File: src/rtl/sample_zscore_normalizer_macros.svh
`ifndef SAMPLE_ZSCORE_NORMALIZER_MACROS_SVH
`define SAMPLE_ZSCORE_NORMALIZER_MACROS_SVH

// Plain clocked assertion, disabled while reset is active.
`define SZN_ASSERT(label, clk, rst_n, prop, msg) \
    label: assert property (@(posedge clk) disable iff (!rst_n) (prop)) else $error(msg);

// Implication in the same cycle.
`define SZN_ASSERT_IMP(label, clk, rst_n, cond, expr, msg) \
    `SZN_ASSERT(label, clk, rst_n, (cond) |-> (expr), msg)

`endif

File: src/rtl/szn_pkg.sv
package szn_pkg;

    localparam int MAX_SAMPLES_DEF = 64;
    localparam int N_W    = 7;
    localparam int D_W    = 38;
    localparam int HALF_W = 19;
    localparam int SQ_W   = 76;
    localparam int TOT_W  = 82;
    localparam int Q_W    = 56;
    localparam int STEP_W = 6;
    localparam int PP_STEPS   = 3;
    localparam int DIV_STEPS  = 56;
    localparam int ROOT_STEPS = 28;

    typedef struct packed {
        logic signed [31:0] sample;
        logic               missing;
        logic               end_of_set;
    } t_in_item;

    typedef struct packed {
        logic signed [31:0] score;
        logic               score_valid;
        logic               final_score;
    } t_out_item;

    typedef enum logic [3:0] {
        S_LOAD,
        S_DEV_RD,
        S_DEV_DIFF,
        S_DEV_MUL,
        S_DEV_ACC,
        S_EMIT_RD,
        S_EMIT_DIFF,
        S_EMIT_MUL,
        S_EMIT_SCALE,
        S_EMIT_DIV,
        S_EMIT_ROOT_INIT,
        S_EMIT_ROOT,
        S_EMIT_OUT
    } t_state;

    typedef struct packed {
        logic load;
        logic rd;
        logic diff;
        logic mul;
        logic acc;
        logic next_idx;
        logic idx_zero;
        logic scale;
        logic div;
        logic root_init;
        logic root;
        logic out_load;
        logic clear;
    } t_cmd;

    typedef struct packed {
        logic in_valid;
        logic close;
        logic n_ge2;
        logic is_missing;
        logic idx_last;
        logic total_zero;
        logic mul_last;
        logic div_last;
        logic root_last;
        logic out_free;
    } t_status;

endpackage

File: src/rtl/szn_ctrl.sv
module szn_ctrl
    import szn_pkg::*;
(
    input  logic    i_clk,
    input  logic    i_rst_n,
    input  t_status i_status,
    output t_cmd    o_cmd
);
    t_state r_state;
    t_state n_state;

    always_ff @(posedge i_clk) begin
        if (!i_rst_n) begin
            r_state <= S_LOAD;
        end else begin
            r_state <= n_state;
        end
    end

    always_comb begin
        n_state = r_state;
        unique case (r_state)
            S_LOAD: begin
                if (i_status.in_valid && i_status.close) n_state = S_DEV_RD;
            end
            S_DEV_RD: begin
                n_state = i_status.n_ge2 ? S_DEV_DIFF : S_EMIT_RD;
            end
            S_DEV_DIFF: begin
                if (!i_status.is_missing) n_state = S_DEV_MUL;
                else if (i_status.idx_last) n_state = S_EMIT_RD;
                else n_state = S_DEV_RD;
            end
            S_DEV_MUL: begin
                if (i_status.mul_last) n_state = S_DEV_ACC;
            end
            S_DEV_ACC: begin
                n_state = i_status.idx_last ? S_EMIT_RD : S_DEV_RD;
            end
            S_EMIT_RD: begin
                n_state = S_EMIT_DIFF;
            end
            S_EMIT_DIFF: begin
                if (i_status.is_missing || !i_status.n_ge2 || i_status.total_zero) begin
                    n_state = S_EMIT_OUT;
                end else begin
                    n_state = S_EMIT_MUL;
                end
            end
            S_EMIT_MUL: begin
                if (i_status.mul_last) n_state = S_EMIT_SCALE;
            end
            S_EMIT_SCALE: begin
                n_state = S_EMIT_DIV;
            end
            S_EMIT_DIV: begin
                if (i_status.div_last) n_state = S_EMIT_ROOT_INIT;
            end
            S_EMIT_ROOT_INIT: begin
                n_state = S_EMIT_ROOT;
            end
            S_EMIT_ROOT: begin
                if (i_status.root_last) n_state = S_EMIT_OUT;
            end
            S_EMIT_OUT: begin
                if (i_status.out_free) begin
                    n_state = i_status.idx_last ? S_LOAD : S_EMIT_RD;
                end
            end
            default: n_state = S_LOAD;
        endcase
    end

    always_comb begin
        o_cmd = '0;
        unique case (r_state)
            S_LOAD: begin
                o_cmd.load = 1'b1;
            end
            S_DEV_RD: begin
                o_cmd.rd = i_status.n_ge2;
            end
            S_DEV_DIFF: begin
                o_cmd.diff = 1'b1;
                if (i_status.is_missing) begin
                    o_cmd.idx_zero = i_status.idx_last;
                    o_cmd.next_idx = !i_status.idx_last;
                end
            end
            S_DEV_MUL: begin
                o_cmd.mul = 1'b1;
            end
            S_DEV_ACC: begin
                o_cmd.acc      = 1'b1;
                o_cmd.idx_zero = i_status.idx_last;
                o_cmd.next_idx = !i_status.idx_last;
            end
            S_EMIT_RD: begin
                o_cmd.rd = 1'b1;
            end
            S_EMIT_DIFF: begin
                o_cmd.diff = 1'b1;
            end
            S_EMIT_MUL: begin
                o_cmd.mul = 1'b1;
            end
            S_EMIT_SCALE: begin
                o_cmd.scale = 1'b1;
            end
            S_EMIT_DIV: begin
                o_cmd.div = 1'b1;
            end
            S_EMIT_ROOT_INIT: begin
                o_cmd.root_init = 1'b1;
            end
            S_EMIT_ROOT: begin
                o_cmd.root = 1'b1;
            end
            S_EMIT_OUT: begin
                if (i_status.out_free) begin
                    o_cmd.out_load = 1'b1;
                    o_cmd.clear    = i_status.idx_last;
                    o_cmd.next_idx = !i_status.idx_last;
                end
            end
            default: o_cmd = '0;
        endcase
    end
endmodule

File: config.mk
export PLATFORM = sky130hd
export DESIGN_NAME = szn_ctrl
export DESIGN_NICKNAME = d
export VERILOG_FILES = /design/src/rtl/sample_zscore_normalizer_macros.svh /design/src/rtl/szn_pkg.sv /design/src/rtl/szn_ctrl.sv
export SDC_FILE = /design/constraint.sdc
export NUM_CORES = 1
export LEC_CHECK = 0
export ABC_AREA = 1
export CORE_MARGIN = 2
export CORE_UTILIZATION = 40
export CTS_CLUSTER_DIAMETER = 100
export DETAILED_ROUTE_END_ITERATION = 10
export DONT_BUFFER_PORTS = 1
export SLEW_MARGIN = 20
export SYNTH_ARGS = -nofsm -noshare
export SYNTH_HDL_FRONTEND = slang
export SYNTH_SLANG_ARGS = --single-unit
File: constraint.sdc
create_clock -name i_clk -period 1.55 [get_ports i_clk]
set_clock_uncertainty 0.2 [all_clocks]
set_input_delay 0.3875 -clock i_clk [delete_from_list [all_inputs] [get_ports i_clk]]
set_output_delay 0.3875 -clock i_clk [all_outputs]
set_load 0.01 [all_outputs]
==> summary.md <==
| Metric | Value |
|---|---|
| Avg Cell Area, Syn | 5.43 µm² |
| Starting Density | 43.5% |
| Final Critical Period | 1.69 ns |
| Setup crit end | o_cmd[0] |
| Clk sinks | 4 |
| CP Class | reg -> out |
| Yosys cell types | 17 |
| Largest regs | r_state x4 |
| Grt total ovfl | 0 |
| ANT nets after route | 0 |
| Min-delay src | i_rst_n |
| DR WL/cell | 14.3 µm |
| Most frequent cells after synthesis | nand2_1 (31), inv_1 (16), nor2_1 (16) |
| Main flop type after synthesis | dfxtp_1 |
| Reg2Reg Depth | 11 |
| Iteration-0 DRC Markers | 23 |
| Clock tree buffer depth | 2 |
| Dominant cells by area after synthesis | nand2_1 (20%), dfxtp_1 (14%), inv_1 (10%), nor2_1 (10%), nor2_2 (6.5%) |
| DR vias/cell | 5.21 |
| Flop-to-flop setup slack | -0.02 ns |
| Die area | 1770 µm² |
| Via count | 776 |
| Final hold violations | 0 |
| DRT Pass-1 Iters | 4 |
| Die X | 42.1 µm |
| Tcrit/Tclk final | 109% |
| RSZ-0062 raised after global routing | yes |
| EDFF count, synth | 0 |
| Area growth syn-to-layout | 80.2% |
| First-pass GRT wire length | 2890 µm |
| Synth top area share | 20.0% |
| Final net count | 148 |
| Cells after Synth | 107 |
| Final WL | 2140 µm |
| Normalized max-slew margin | 84.1% |
| Total power | 1.15 mW |
| Worst setup margin | -0.145 ns |
| Max-slew violation count | 0 |
| Worst slack at placement | -0.00139 ns |
| Yosys warning count | 0 |
| Initial antenna violation count | 0 |
| Max FFs per register | 4 |
| Synthesized net count | 119 |
| Area leader, netlist | nand2_1 |
| Slew of the pin with the lowest slew margin | 0.236 ns |
| Boundary Pins | 25 |
| GP Congestion | 0.823 |
| Tightest Hold Check Type | in -> reg |
| Synthesis-stage register bit count | 4 |
| Vias in the first global route | 687 |
| CP Capture Type | output pin |
| WHS Path Cells | 2 |
| Most common cell in the netlist | nand2_1 |
| Core ar. | 1330 µm² |
| Max-cap check violation count | 0 |
| Num CTS Buffers | 3 |
| Die H | 42.1 µm |
| Final Setup Violations | 15 |
| IO buf count | 0 |
| Pwr dens | 1100 nW/µm² |
| Layout cell share with drive strength beyond 1 | 59.7% |
| Critical Path AT | 1.11 ns |
| Crit path max fanout | 5 |
| R2r endpoint | r_state[0] |
| Fmax | 0.590 GHz |
| Root Buffer | clkbuf_4 |
| ANT cells | 0 |
| Seq/Total Area, Yosys | 13.8% |
| CTS H-Tree Depth | 1 |
| Status | finished with violations |
| Clock slew at reported path FFs | 0.04 ns |
| Critical Path RT | 0.96 ns |
| Clock insertion delay at the later pin of the skew report | 0.23 ns |
| Leak | 0.534 nW |
| Area after DPL | 703 µm² |
| TritonCTS clock tree | built |
| Peak supply drop | 0.665 mV |
| R2R Path Start | r_state[0] |
| Biggest register | r_state |
| Failing checks | setup timing |
| Startpoint class of the critical path | flip-flop |
| Post-synth ARST share | 0% |
| Largest net degree at the start of global routing | 6 |
| Synthesized cell area | 581 µm² |
| Row count | 13 |
| Total GRT Usage | 20.9% |
| Critical path origin | r_state[2] |
| Final instance area | 1050 µm² |
| # DRC | 0 |
| WHS | 0.165 ns |
| Post-layout util | 78.4% |
| DP HPWL | 1270 µm |
where the power goes:
part           internal (mW)  switching [mW]
sequential             0.135          0.0538
combinational          0.352           0.481
clock                 0.0863          0.0389
total                  0.573           0.573
placed cells by master, fill, tap and decap left out:
master	n
nand2_8	2
buf_4	15
nor3_1	1
nor2_4	15
a211oi_2	1
nand3_2	2
clkbuf_4	3
inv_2	2
nand2_2	6
nand3_1	6
inv_4	5
a21oi_1	4
nand2_1	21
nor2_2	3
inv_6	1
o21ai_0	1
inv_1	12
o21ai_1	2
buf_6	10
a21oi_2	2
nor2_1	7
dfxtp_4	4
nand2_4	9
repair_timing:
action / CTS / global route
buffers inserted: 5 / 5
setup endpoints to repair: 13 / 17
pin swaps: 8 / 17
gates cloned: 0 / 0
gates resized for setup: 38 / 34
endpoints found under the hold margin: 0 / 0
hold buffers: 0 / 0
layer usage:
metal  track usage (%)  routed length [µm]
met1              23.4                 888
met2              38.1                1100
met3              4.31                 102
met4              8.13                  44
met5                 0                   0
final cells by class:
type / instances / area [µm²]
Timing Repair Buffer: 25 / 225
Inverter: 20 / 92.6
Sequential cell: 4 / 95.1
Multi-Input combinational cell: 82 / 592
Fill cell: 90 / 288
Clock buffer: 3 / 22.5
Tap cell: 15 / 18.8
cells by family after synthesis:
kind of cell    Yosys count  share of synthesized area, %
buf+inv                  21                          14.9
compound gates           10                          9.05
simple gates             72                          62.3
flops                     4                          13.8
how the worst min path moves through the flow:
stage	endpoint	slack (ns)
after floorplan	r_state[2]	0.32
after global placement	r_state[2]	0.32
after detailed placement	r_state[2]	0.33
after CTS	r_state[2]	0.14
after global routing	r_state[1]	0.18
final	r_state[1]	0.17
critical path: stages (launching register included):
cell and delay [ns]:
dfxtp_4 0.39, nand2_2 0.06, inv_2 0.07, nand2_4 0.06
nor3_1 0.15, buf_4 0.15
metrics by stage:
stage / instances / setup TNS, ns
2_1_floorplan: 107 / -0.0539
3_3_place_gp: 136 / 0
3_5_place_dp: 136 / -0.00139
4_1_cts: 144 / -1.06
5_1_grt: 149 / -2.07
6_report: 149 / -1.14
No activity file was read; power rests on OpenSTA's default activity.
