$ cat src/rtl/sample_zscore_normalizer_macros.svh
`ifndef SAMPLE_ZSCORE_NORMALIZER_MACROS_SVH
`define SAMPLE_ZSCORE_NORMALIZER_MACROS_SVH

// Plain clocked assertion, disabled while reset is active.
`define SZN_ASSERT(label, clk, rst_n, prop, msg) \
    label: assert property (@(posedge clk) disable iff (!rst_n) (prop)) else $error(msg);

// Implication in the same cycle.
`define SZN_ASSERT_IMP(label, clk, rst_n, cond, expr, msg) \
    `SZN_ASSERT(label, clk, rst_n, (cond) |-> (expr), msg)

`endif

$ cat src/rtl/szn_pkg.sv
package szn_pkg;

    localparam int MAX_SAMPLES_DEF = 64;
    localparam int N_W    = 7;
    localparam int D_W    = 38;
    localparam int HALF_W = 19;
    localparam int SQ_W   = 76;
    localparam int TOT_W  = 82;
    localparam int Q_W    = 56;
    localparam int STEP_W = 6;
    localparam int PP_STEPS   = 3;
    localparam int DIV_STEPS  = 56;
    localparam int ROOT_STEPS = 28;

    typedef struct packed {
        logic signed [31:0] sample;
        logic               missing;
        logic               end_of_set;
    } t_in_item;

    typedef struct packed {
        logic signed [31:0] score;
        logic               score_valid;
        logic               final_score;
    } t_out_item;

    typedef enum logic [3:0] {
        S_LOAD,
        S_DEV_RD,
        S_DEV_DIFF,
        S_DEV_MUL,
        S_DEV_ACC,
        S_EMIT_RD,
        S_EMIT_DIFF,
        S_EMIT_MUL,
        S_EMIT_SCALE,
        S_EMIT_DIV,
        S_EMIT_ROOT_INIT,
        S_EMIT_ROOT,
        S_EMIT_OUT
    } t_state;

    typedef struct packed {
        logic load;
        logic rd;
        logic diff;
        logic mul;
        logic acc;
        logic next_idx;
        logic idx_zero;
        logic scale;
        logic div;
        logic root_init;
        logic root;
        logic out_load;
        logic clear;
    } t_cmd;

    typedef struct packed {
        logic in_valid;
        logic close;
        logic n_ge2;
        logic is_missing;
        logic idx_last;
        logic total_zero;
        logic mul_last;
        logic div_last;
        logic root_last;
        logic out_free;
    } t_status;

endpackage

$ cat src/rtl/szn_stream_if.sv
interface szn_stream_if #(
    parameter type t_payload = logic
);
    logic     valid;
    logic     ready;
    t_payload payload;

    modport source (output valid, output payload, input ready);
    modport sink (input valid, input payload, output ready);
endinterface

$ cat src/rtl/szn_ram.sv
module szn_ram #(
    parameter int WIDTH = 33,
    parameter int DEPTH = 64
) (
    input  logic                     i_clk,
    input  logic                     i_we,
    input  logic [$clog2(DEPTH)-1:0] i_waddr,
    input  logic [WIDTH-1:0]         i_wdata,
    input  logic                     i_re,
    input  logic [$clog2(DEPTH)-1:0] i_raddr,
    output logic [WIDTH-1:0]         o_rdata
);
    logic [WIDTH-1:0] r_mem [DEPTH];
    logic [WIDTH-1:0] r_rdata;

    always_ff @(posedge i_clk) begin
        if (i_we) begin
            r_mem[i_waddr] <= i_wdata;
        end
        if (i_re) begin
            r_rdata <= r_mem[i_raddr];
        end
    end

    assign o_rdata = r_rdata;
endmodule

$ cat src/rtl/szn_datapath.sv
`include "sample_zscore_normalizer_macros.svh"

module szn_datapath
    import szn_pkg::*;
#(
    parameter int MAX_SAMPLES = MAX_SAMPLES_DEF
) (
    input  logic          i_clk,
    input  logic          i_rst_n,
    input  t_cmd          i_cmd,
    output t_status       o_status,
    szn_stream_if.sink    i_in,
    szn_stream_if.source  o_out
);
    localparam int AW   = $clog2(MAX_SAMPLES);
    localparam int CW   = AW + 1;
    localparam int SUMW = 32 + AW;

    logic signed [SUMW-1:0] r_sum;
    logic [CW-1:0]          r_present;
    logic [CW-1:0]          r_loaded;
    logic [AW-1:0]          r_idx;
    logic [STEP_W-1:0]      r_step;
    logic [D_W-1:0]         r_dabs;
    logic                   r_neg;
    logic [SQ_W-1:0]        r_sq;
    logic [TOT_W-1:0]       r_total;
    logic [TOT_W-1:0]       r_rem;
    logic [Q_W-1:0]         r_dl;
    logic [Q_W-1:0]         r_q;
    logic [Q_W-1:0]         r_sqv;
    logic [Q_W-1:0]         r_res;
    logic [Q_W-1:0]         r_bit;
    logic                   r_out_valid;
    t_out_item              r_out;

    t_in_item w_item;
    logic     w_fire;
    logic [32:0] w_rdata;

    assign w_item = i_in.payload;
    assign w_fire = i_in.valid && i_cmd.load;
    assign i_in.ready = i_cmd.load;

    szn_ram #(
        .WIDTH (33),
        .DEPTH (MAX_SAMPLES)
    ) u_store (
        .i_clk   (i_clk),
        .i_we    (w_fire),
        .i_waddr (r_loaded[AW-1:0]),
        .i_wdata ({w_item.missing, w_item.sample}),
        .i_re    (i_cmd.rd),
        .i_raddr (r_idx),
        .o_rdata (w_rdata)
    );

    logic signed [31:0] w_x;
    logic [N_W-1:0]     w_n7;
    logic signed [7:0]  w_n_s;
    logic signed [39:0] w_nx;
    logic signed [39:0] w_d;
    logic [39:0]        w_dabs;

    assign w_x    = signed'(w_rdata[31:0]);
    assign w_n7   = N_W'(r_present);
    assign w_n_s  = signed'({1'b0, w_n7});
    assign w_nx   = w_n_s * w_x;
    assign w_d    = w_nx - 40'(r_sum);
    assign w_dabs = w_d[39] ? 40'(-w_d) : w_d;

    logic [HALF_W-1:0]   w_pa;
    logic [HALF_W-1:0]   w_pb;
    logic [2*HALF_W-1:0] w_prod;
    logic [SQ_W-1:0]     w_pp;

    always_comb begin
        w_pa = r_dabs[HALF_W-1:0];
        w_pb = r_dabs[HALF_W-1:0];
        w_pp = SQ_W'(w_prod);
        case (r_step)
            STEP_W'(1): begin
                w_pa = r_dabs[D_W-1:HALF_W];
                w_pp = SQ_W'(w_prod) << (HALF_W + 1);
            end
            STEP_W'(2): begin
                w_pa = r_dabs[D_W-1:HALF_W];
                w_pb = r_dabs[D_W-1:HALF_W];
                w_pp = SQ_W'(w_prod) << (2 * HALF_W);
            end
            default: begin
                w_pa = r_dabs[HALF_W-1:0];
            end
        endcase
    end

    assign w_prod = w_pa * w_pb;

    logic [TOT_W-1:0] w_scaled;
    logic [TOT_W:0]   w_trial;
    logic             w_ge;
    logic [Q_W-1:0]   w_root_try;

    assign w_scaled   = r_sq * TOT_W'(w_n7 - N_W'(1));
    assign w_trial    = {r_rem, r_dl[Q_W-1]};
    assign w_ge       = w_trial >= {1'b0, r_total};
    assign w_root_try = r_res + r_bit;

    always_ff @(posedge i_clk) begin
        if (!i_rst_n) begin
            r_sum     <= '0;
            r_present <= '0;
            r_loaded  <= '0;
            r_idx     <= '0;
            r_total   <= '0;
        end else begin
            if (i_cmd.clear) begin
                r_sum     <= '0;
                r_present <= '0;
                r_loaded  <= '0;
                r_total   <= '0;
            end else if (w_fire) begin
                r_loaded <= r_loaded + CW'(1);
                if (!w_item.missing) begin
                    r_sum     <= r_sum + SUMW'(w_item.sample);
                    r_present <= r_present + CW'(1);
                end
            end else if (i_cmd.acc) begin
                r_total <= r_total + TOT_W'(r_sq);
            end
            if (i_cmd.clear || i_cmd.idx_zero) begin
                r_idx <= '0;
            end else if (i_cmd.next_idx) begin
                r_idx <= r_idx + AW'(1);
            end
        end
    end

    always_ff @(posedge i_clk) begin
        if (!i_rst_n) begin
            r_step <= '0;
        end else if (i_cmd.diff || i_cmd.scale || i_cmd.root_init) begin
            r_step <= '0;
        end else if (i_cmd.mul || i_cmd.div || i_cmd.root) begin
            r_step <= r_step + STEP_W'(1);
        end
    end

    always_ff @(posedge i_clk) begin
        if (i_cmd.diff) begin
            r_dabs <= w_dabs[D_W-1:0];
            r_neg  <= w_d[39];
            r_sq   <= '0;
        end
        if (i_cmd.mul) begin
            r_sq <= r_sq + w_pp;
        end
        if (i_cmd.scale) begin
            r_rem <= TOT_W'(w_scaled[TOT_W-1:8]);
            r_dl  <= {w_scaled[7:0], 48'b0};
            r_q   <= '0;
        end
        if (i_cmd.div) begin
            r_rem <= w_ge ? TOT_W'(w_trial - {1'b0, r_total}) : w_trial[TOT_W-1:0];
            r_dl  <= {r_dl[Q_W-2:0], 1'b0};
            r_q   <= {r_q[Q_W-2:0], w_ge};
        end
        if (i_cmd.root_init) begin
            r_sqv <= r_q;
            r_res <= '0;
            r_bit <= Q_W'(1) << (2 * (ROOT_STEPS - 1));
        end
        if (i_cmd.root) begin
            if (r_sqv >= w_root_try) begin
                r_sqv <= r_sqv - w_root_try;
                r_res <= (r_res >> 1) + r_bit;
            end else begin
                r_res <= r_res >> 1;
            end
            r_bit <= r_bit >> 2;
        end
    end

    logic        w_valid;
    logic [31:0] w_mag;
    logic        w_idx_last;

    assign w_valid    = !w_rdata[32] && o_status.n_ge2;
    assign w_mag      = r_res[31:0];
    assign w_idx_last = (CW'(r_idx) + CW'(1)) == r_loaded;

    always_ff @(posedge i_clk) begin
        if (!i_rst_n) begin
            r_out_valid <= 1'b0;
        end else if (i_cmd.out_load) begin
            r_out_valid <= 1'b1;
        end else if (o_out.ready) begin
            r_out_valid <= 1'b0;
        end
    end

    always_ff @(posedge i_clk) begin
        if (i_cmd.out_load) begin
            r_out.score_valid <= w_valid;
            r_out.final_score <= w_idx_last;
            if (w_valid && !o_status.total_zero) begin
                r_out.score <= r_neg ? signed'(-w_mag) : signed'(w_mag);
            end else begin
                r_out.score <= '0;
            end
        end
    end

    assign o_out.valid   = r_out_valid;
    assign o_out.payload = r_out;

    assign o_status.in_valid   = i_in.valid;
    assign o_status.close      = w_item.end_of_set
                              || ((r_loaded + CW'(1)) == CW'(MAX_SAMPLES));
    assign o_status.n_ge2      = r_present >= CW'(2);
    assign o_status.is_missing = w_rdata[32];
    assign o_status.idx_last   = w_idx_last;
    assign o_status.total_zero = r_total == '0;
    assign o_status.mul_last   = r_step == STEP_W'(PP_STEPS - 1);
    assign o_status.div_last   = r_step == STEP_W'(DIV_STEPS - 1);
    assign o_status.root_last  = r_step == STEP_W'(ROOT_STEPS - 1);
    assign o_status.out_free   = !r_out_valid || o_out.ready;

    `SZN_ASSERT(a_present_le_loaded, i_clk, i_rst_n, r_present <= r_loaded, "present count above loaded count")
    `SZN_ASSERT_IMP(a_rem_below_total, i_clk, i_rst_n, i_cmd.div, r_rem < r_total, "division remainder out of range")
    `SZN_ASSERT_IMP(a_out_load_free, i_clk, i_rst_n, i_cmd.out_load, !r_out_valid || o_out.ready, "result register overwritten")
    `SZN_ASSERT_IMP(a_rd_in_set, i_clk, i_rst_n, i_cmd.rd, CW'(r_idx) < r_loaded, "read beyond the loaded set")
endmodule

$ cat src/flat_wrapper.sv
// flat-port wrapper written by rule: the top's interface ports become plain ports
module szn_datapath_flat import szn_pkg::*;
#(
    parameter int MAX_SAMPLES = MAX_SAMPLES_DEF
)
  (i_clk, i_rst_n, i_cmd, o_status, i_in_valid, i_in_payload, i_in_ready, o_out_valid, o_out_payload, o_out_ready);
  szn_stream_if i_in_i ();
  szn_stream_if o_out_i ();
  input  logic i_clk;
  input  logic i_rst_n;
  input  t_cmd i_cmd;
  output t_status o_status;
  input wire logic [$bits(i_in_i.valid)-1:0] i_in_valid;
  input wire logic [$bits(i_in_i.payload)-1:0] i_in_payload;
  output wire logic [$bits(i_in_i.ready)-1:0] i_in_ready;
  output wire logic [$bits(o_out_i.valid)-1:0] o_out_valid;
  output wire logic [$bits(o_out_i.payload)-1:0] o_out_payload;
  input wire logic [$bits(o_out_i.ready)-1:0] o_out_ready;
  assign i_in_i.valid = i_in_valid;
  assign i_in_i.payload = i_in_payload;
  assign i_in_ready = i_in_i.ready;
  assign o_out_valid = o_out_i.valid;
  assign o_out_payload = o_out_i.payload;
  assign o_out_i.ready = o_out_ready;
  szn_datapath #(.MAX_SAMPLES(MAX_SAMPLES)) u_core (.i_clk(i_clk), .i_rst_n(i_rst_n), .i_cmd(i_cmd), .o_status(o_status), .i_in(i_in_i), .o_out(o_out_i));
endmodule
$ cat config.mk
export PLATFORM = sky130hd
export DESIGN_NAME = szn_datapath_flat
export DESIGN_NICKNAME = d
export VERILOG_FILES = /design/src/rtl/szn_pkg.sv /design/src/rtl/szn_stream_if.sv /design/src/rtl/szn_ram.sv /design/src/rtl/szn_datapath.sv /design/src/flat_wrapper.sv
export VERILOG_INCLUDE_DIRS = /design/src /design/src/rtl
export SDC_FILE = /design/constraint.sdc
export NUM_CORES = 1
export LEC_CHECK = 0
export ABC_CLOCK_PERIOD_IN_PS = 3000
export BUFFER_PORTS_ARGS = -buffer_cell sky130_fd_sc_hd__buf_2
export CAP_MARGIN = 40
export CORE_ASPECT_RATIO = 0.8
export CORE_MARGIN = 2
export CORE_UTILIZATION = 60
export CTS_CLUSTER_DIAMETER = 100
export DETAILED_ROUTE_END_ITERATION = 16
export PLACE_DENSITY_LB_ADDON = 0.3
export SLEW_MARGIN = 20
export SYNTH_ARGS = -nofsm -noshare
export SYNTH_HDL_FRONTEND = slang
export SYNTH_SLANG_ARGS = --single-unit
$ cat constraint.sdc
create_clock -name i_clk -period 3 [get_ports i_clk]
set_input_delay 0.6 -clock i_clk [delete_from_list [all_inputs] [get_ports i_clk]]
set_output_delay 0.6 -clock i_clk [all_outputs]
set_load 0.01 [all_outputs]
==> impl_results.md <==
* Vias in the first global route at around 3800
* Max_slew headroom at between 40% and 50%
* Reg clk slew, reported paths at 0.10 ns
* Die Height at around 85 microns
* I/O pin cnt at 31
* Outcome: completed
* EDFF count, synth at 1
* Drt drc at 0
* Vias/cell at 6.084
* Critical path startpoint category: flop
* Yosys top cell by area: dfxtp_1
* Congestion Overflow GR at 0
* Synth area leaders: dfxtp_1 44%, and2_1 5.2%, nand4_1 4.3%, xnor2_1 3.7%, a21oi_1 3.7%
* DP HPWL at ~7.1 mm
* Largest net degree at the start of global routing at 45
* Syn Std Cell Area at 4918 sq um
* RSZ-0062 raised after global routing: no
* Async SR Flop Fraction at 0%
* Number of library cell types mapped by synthesis at 48
* Hold Crit Class: in -> reg
* Setup Buffers After CTS at 0
* CTS tree: done
* Shortest period the worst path allows at approximately 2.9 ns
* Synthesis-to-layout area growth at 7.479%
* Final WS setup at 0.1126 ns
* Worst path max stage delay at just over 0.5 ns
* Site row count at 29
* Final Max Tran Viols at 0
* Worst Tran Pin Value at 0.7647 ns
* Die Span X at 105.2 microns
* Leakage at between 1.5 and 2 nW
* H-tree Lvls at 3
* CTS sink cnt at between 100 and 150
* Final count of hold timing violations at 0
* Top delay family on crit path: simple AND/OR/NAND/NOR gates
* Required time of the critical path at between 2 and 2.5 ns
* Routed wire length at 10.22 mm
* Synth warnings at 0
* Post-CTS Resized at 0
* Cell count after synthesis at roughly 550
* Total Neg Setup Slack at 0 ns
* Fin crit share at 96.25%
* Die area at 8942 sq um
* Layout cells sized above 1 at 11.62%
* Starting Density at about three fifths
* Routed Antenna Nets at 0
* Most frequent cells in the layout: 108 x dfxtp_1, 46 x nor2_1, 41 x nand2_1, 41 x and2_1, 36 x a21oi_1
* Clock Latency Late Sink at 0.37 ns
* Initial antenna violation count at 0
* Final Skew at ~0.0094 ns
* Placer Congestion at around 0.86
* Num CTS Buffers at 9
* Register area share after synthesis at about 45%
* Slowest cell on crit path: or4_1
* Port-buffer cells at 28
* CP Class: reg -> out
* Post-DR wirelength/cell at about 15 microns
* Max Clk Rate at 346.3 MHz
* Most common cell after layout, fill and taps aside: dfxtp_1
* All-layer global routing usage at approximately a quarter
* CTS Hold Bufs at 0
* Core area at 7946 sq um
* Worst slack, placed at 0.4203 ns
* CTS max path bufs at 2
* FF+latch count, synth at between 100 and 150
* CP cell instances: nor4_1, nand4_1, or4_1, nor3_1, buf_2
* Max-cap viol count at 0
* Main synth FF type: dfxtp_1
* CTS root buf: clkbuf_8
* Pre-antenna DRT Iters at 4
* Drt first-iter violations at 240
* CP bufs+invs at 1
* Average size of a mapped cell at ~9 sq um
* Crit Path Max Fanout at 4
* Antenna cells at 0
* Nets at a little under 600
* Final setup fails at 0
* Global-route wire length before repair at ~17 mm
* Crit path DAT at 2.29 ns
* Via count at around 4000
* Peak supply drop at between 0.4 and 0.5 mV
* Post-synth top area share at 43.96%
* Pwr Density at between 400 and 500 nW/um^2
* Worst setup EP type: output port
-- worst reg2reg max path, stage by stage (launching register included) --
cell       delay (ns)
dfxtp_1          0.40
ha_1             0.33
nor4_1           0.25
a31oi_1          0.08
o32a_1           0.20
a2111oi_2        0.40
-- cell usage after synthesis (2+ instances only) --
library cell	n
nor3_1	15
or4_1	23
nand3_2	2
inv_1	6
nor3_4	3
ha_1	7
dfxtp_1	108
nor4_4	2
buf_4	4
o31ai_1	22
nand2b_1	2
and2_1	41
or3_2	4
nor2_1	46
nor3b_1	2
nor4_1	22
or3_1	9
nand3_1	19
and4_1	2
clkbuf_1	28
a31oi_1	2
nand4_1	34
o21ai_0	11
mux2i_1	2
xor2_1	18
nand2_1	41
a211oi_1	2
xnor2_1	21
a21oi_1	36
-- logic make-up after synthesis --
logic type      Yosys count  share of synthesized area (%)
compound gates           78                          9.616
xor+xnor                 39                          6.945
fa+ha+maj                 7                          1.781
buf+inv                  39                          3.307
flops                   109                          44.57
mux                       2                         0.4070
other cells               1                        0.07624
simple gates            278                          33.30
-- state kept, by name, indices dropped and copies added (netlist names) --
| register | cells |
|---|---|
| u_core.r_total | 81 |
| u_core.r_loaded | 7 |
| u_core.r_present | 7 |
| u_core.r_idx | 6 |
| u_core.r_step | 6 |
| u_core.o_out.payload | 1 |
| u_core.o_out.valid | 1 |
-- path summary, 6_finish.rpt --
path	start	to	slack, ns	depth (start not counted)
max	u_core.r_total[23]	o_status[4]	0.11	5
min	i_cmd[1]	u_core.o_out.payload	0.44	1
max reg2reg	u_core.r_idx[0]	u_core.o_out.payload	1.14	5
min reg2reg	u_core.r_total[81]	u_core.r_total[81]	0.48	1
-- routing by layer --
layer / up-vias / GRT usage [%] / routed length, microns
met5: - / 0 / 0
met4: 0 / 5.939 / 121
met3: 15 / 5.223 / 368
met2: 67 / 38.83 / 4807
met1: 1996 / 31.94 / 4921
li1: 2035 / - / -
-- through the flow --
stage                     power [mW]  instance area (sq um)  hold WS [ns]  utilization [%]  std cells
final                          2.386                   5286        0.4375            66.53        676
after global routing           2.459                   5286        0.4284            66.53        676
after CTS                      2.394                   5274        0.4342            66.37        676
after detailed placement       1.566                   5092        0.4584            64.08        661
after global placement         1.563                   5092        0.4545            64.08        661
after floorplan                1.539                   4922        0.4312                -        554
-- report_power, final --
group	total, mW	switching (mW)	internal [mW]
logic	0.0756	0.0474	0.0282
registers	1.46	0.00439	1.45
clock network	0.853	0.472	0.381
-- final cells by class --
type | instances | area (sq um)
Timing Repair Buffer | 32 | 170.2
Multi-Input combinational cell | 406 | 2585
Tap cell | 108 | 135.1
Inverter | 6 | 22.52
Fill cell | 652 | 2660
Clock buffer | 11 | 131.4
Clock inverter | 4 | 50.05
Sequential cell | 109 | 2192
No activity file was read; power rests on OpenSTA's default activity.
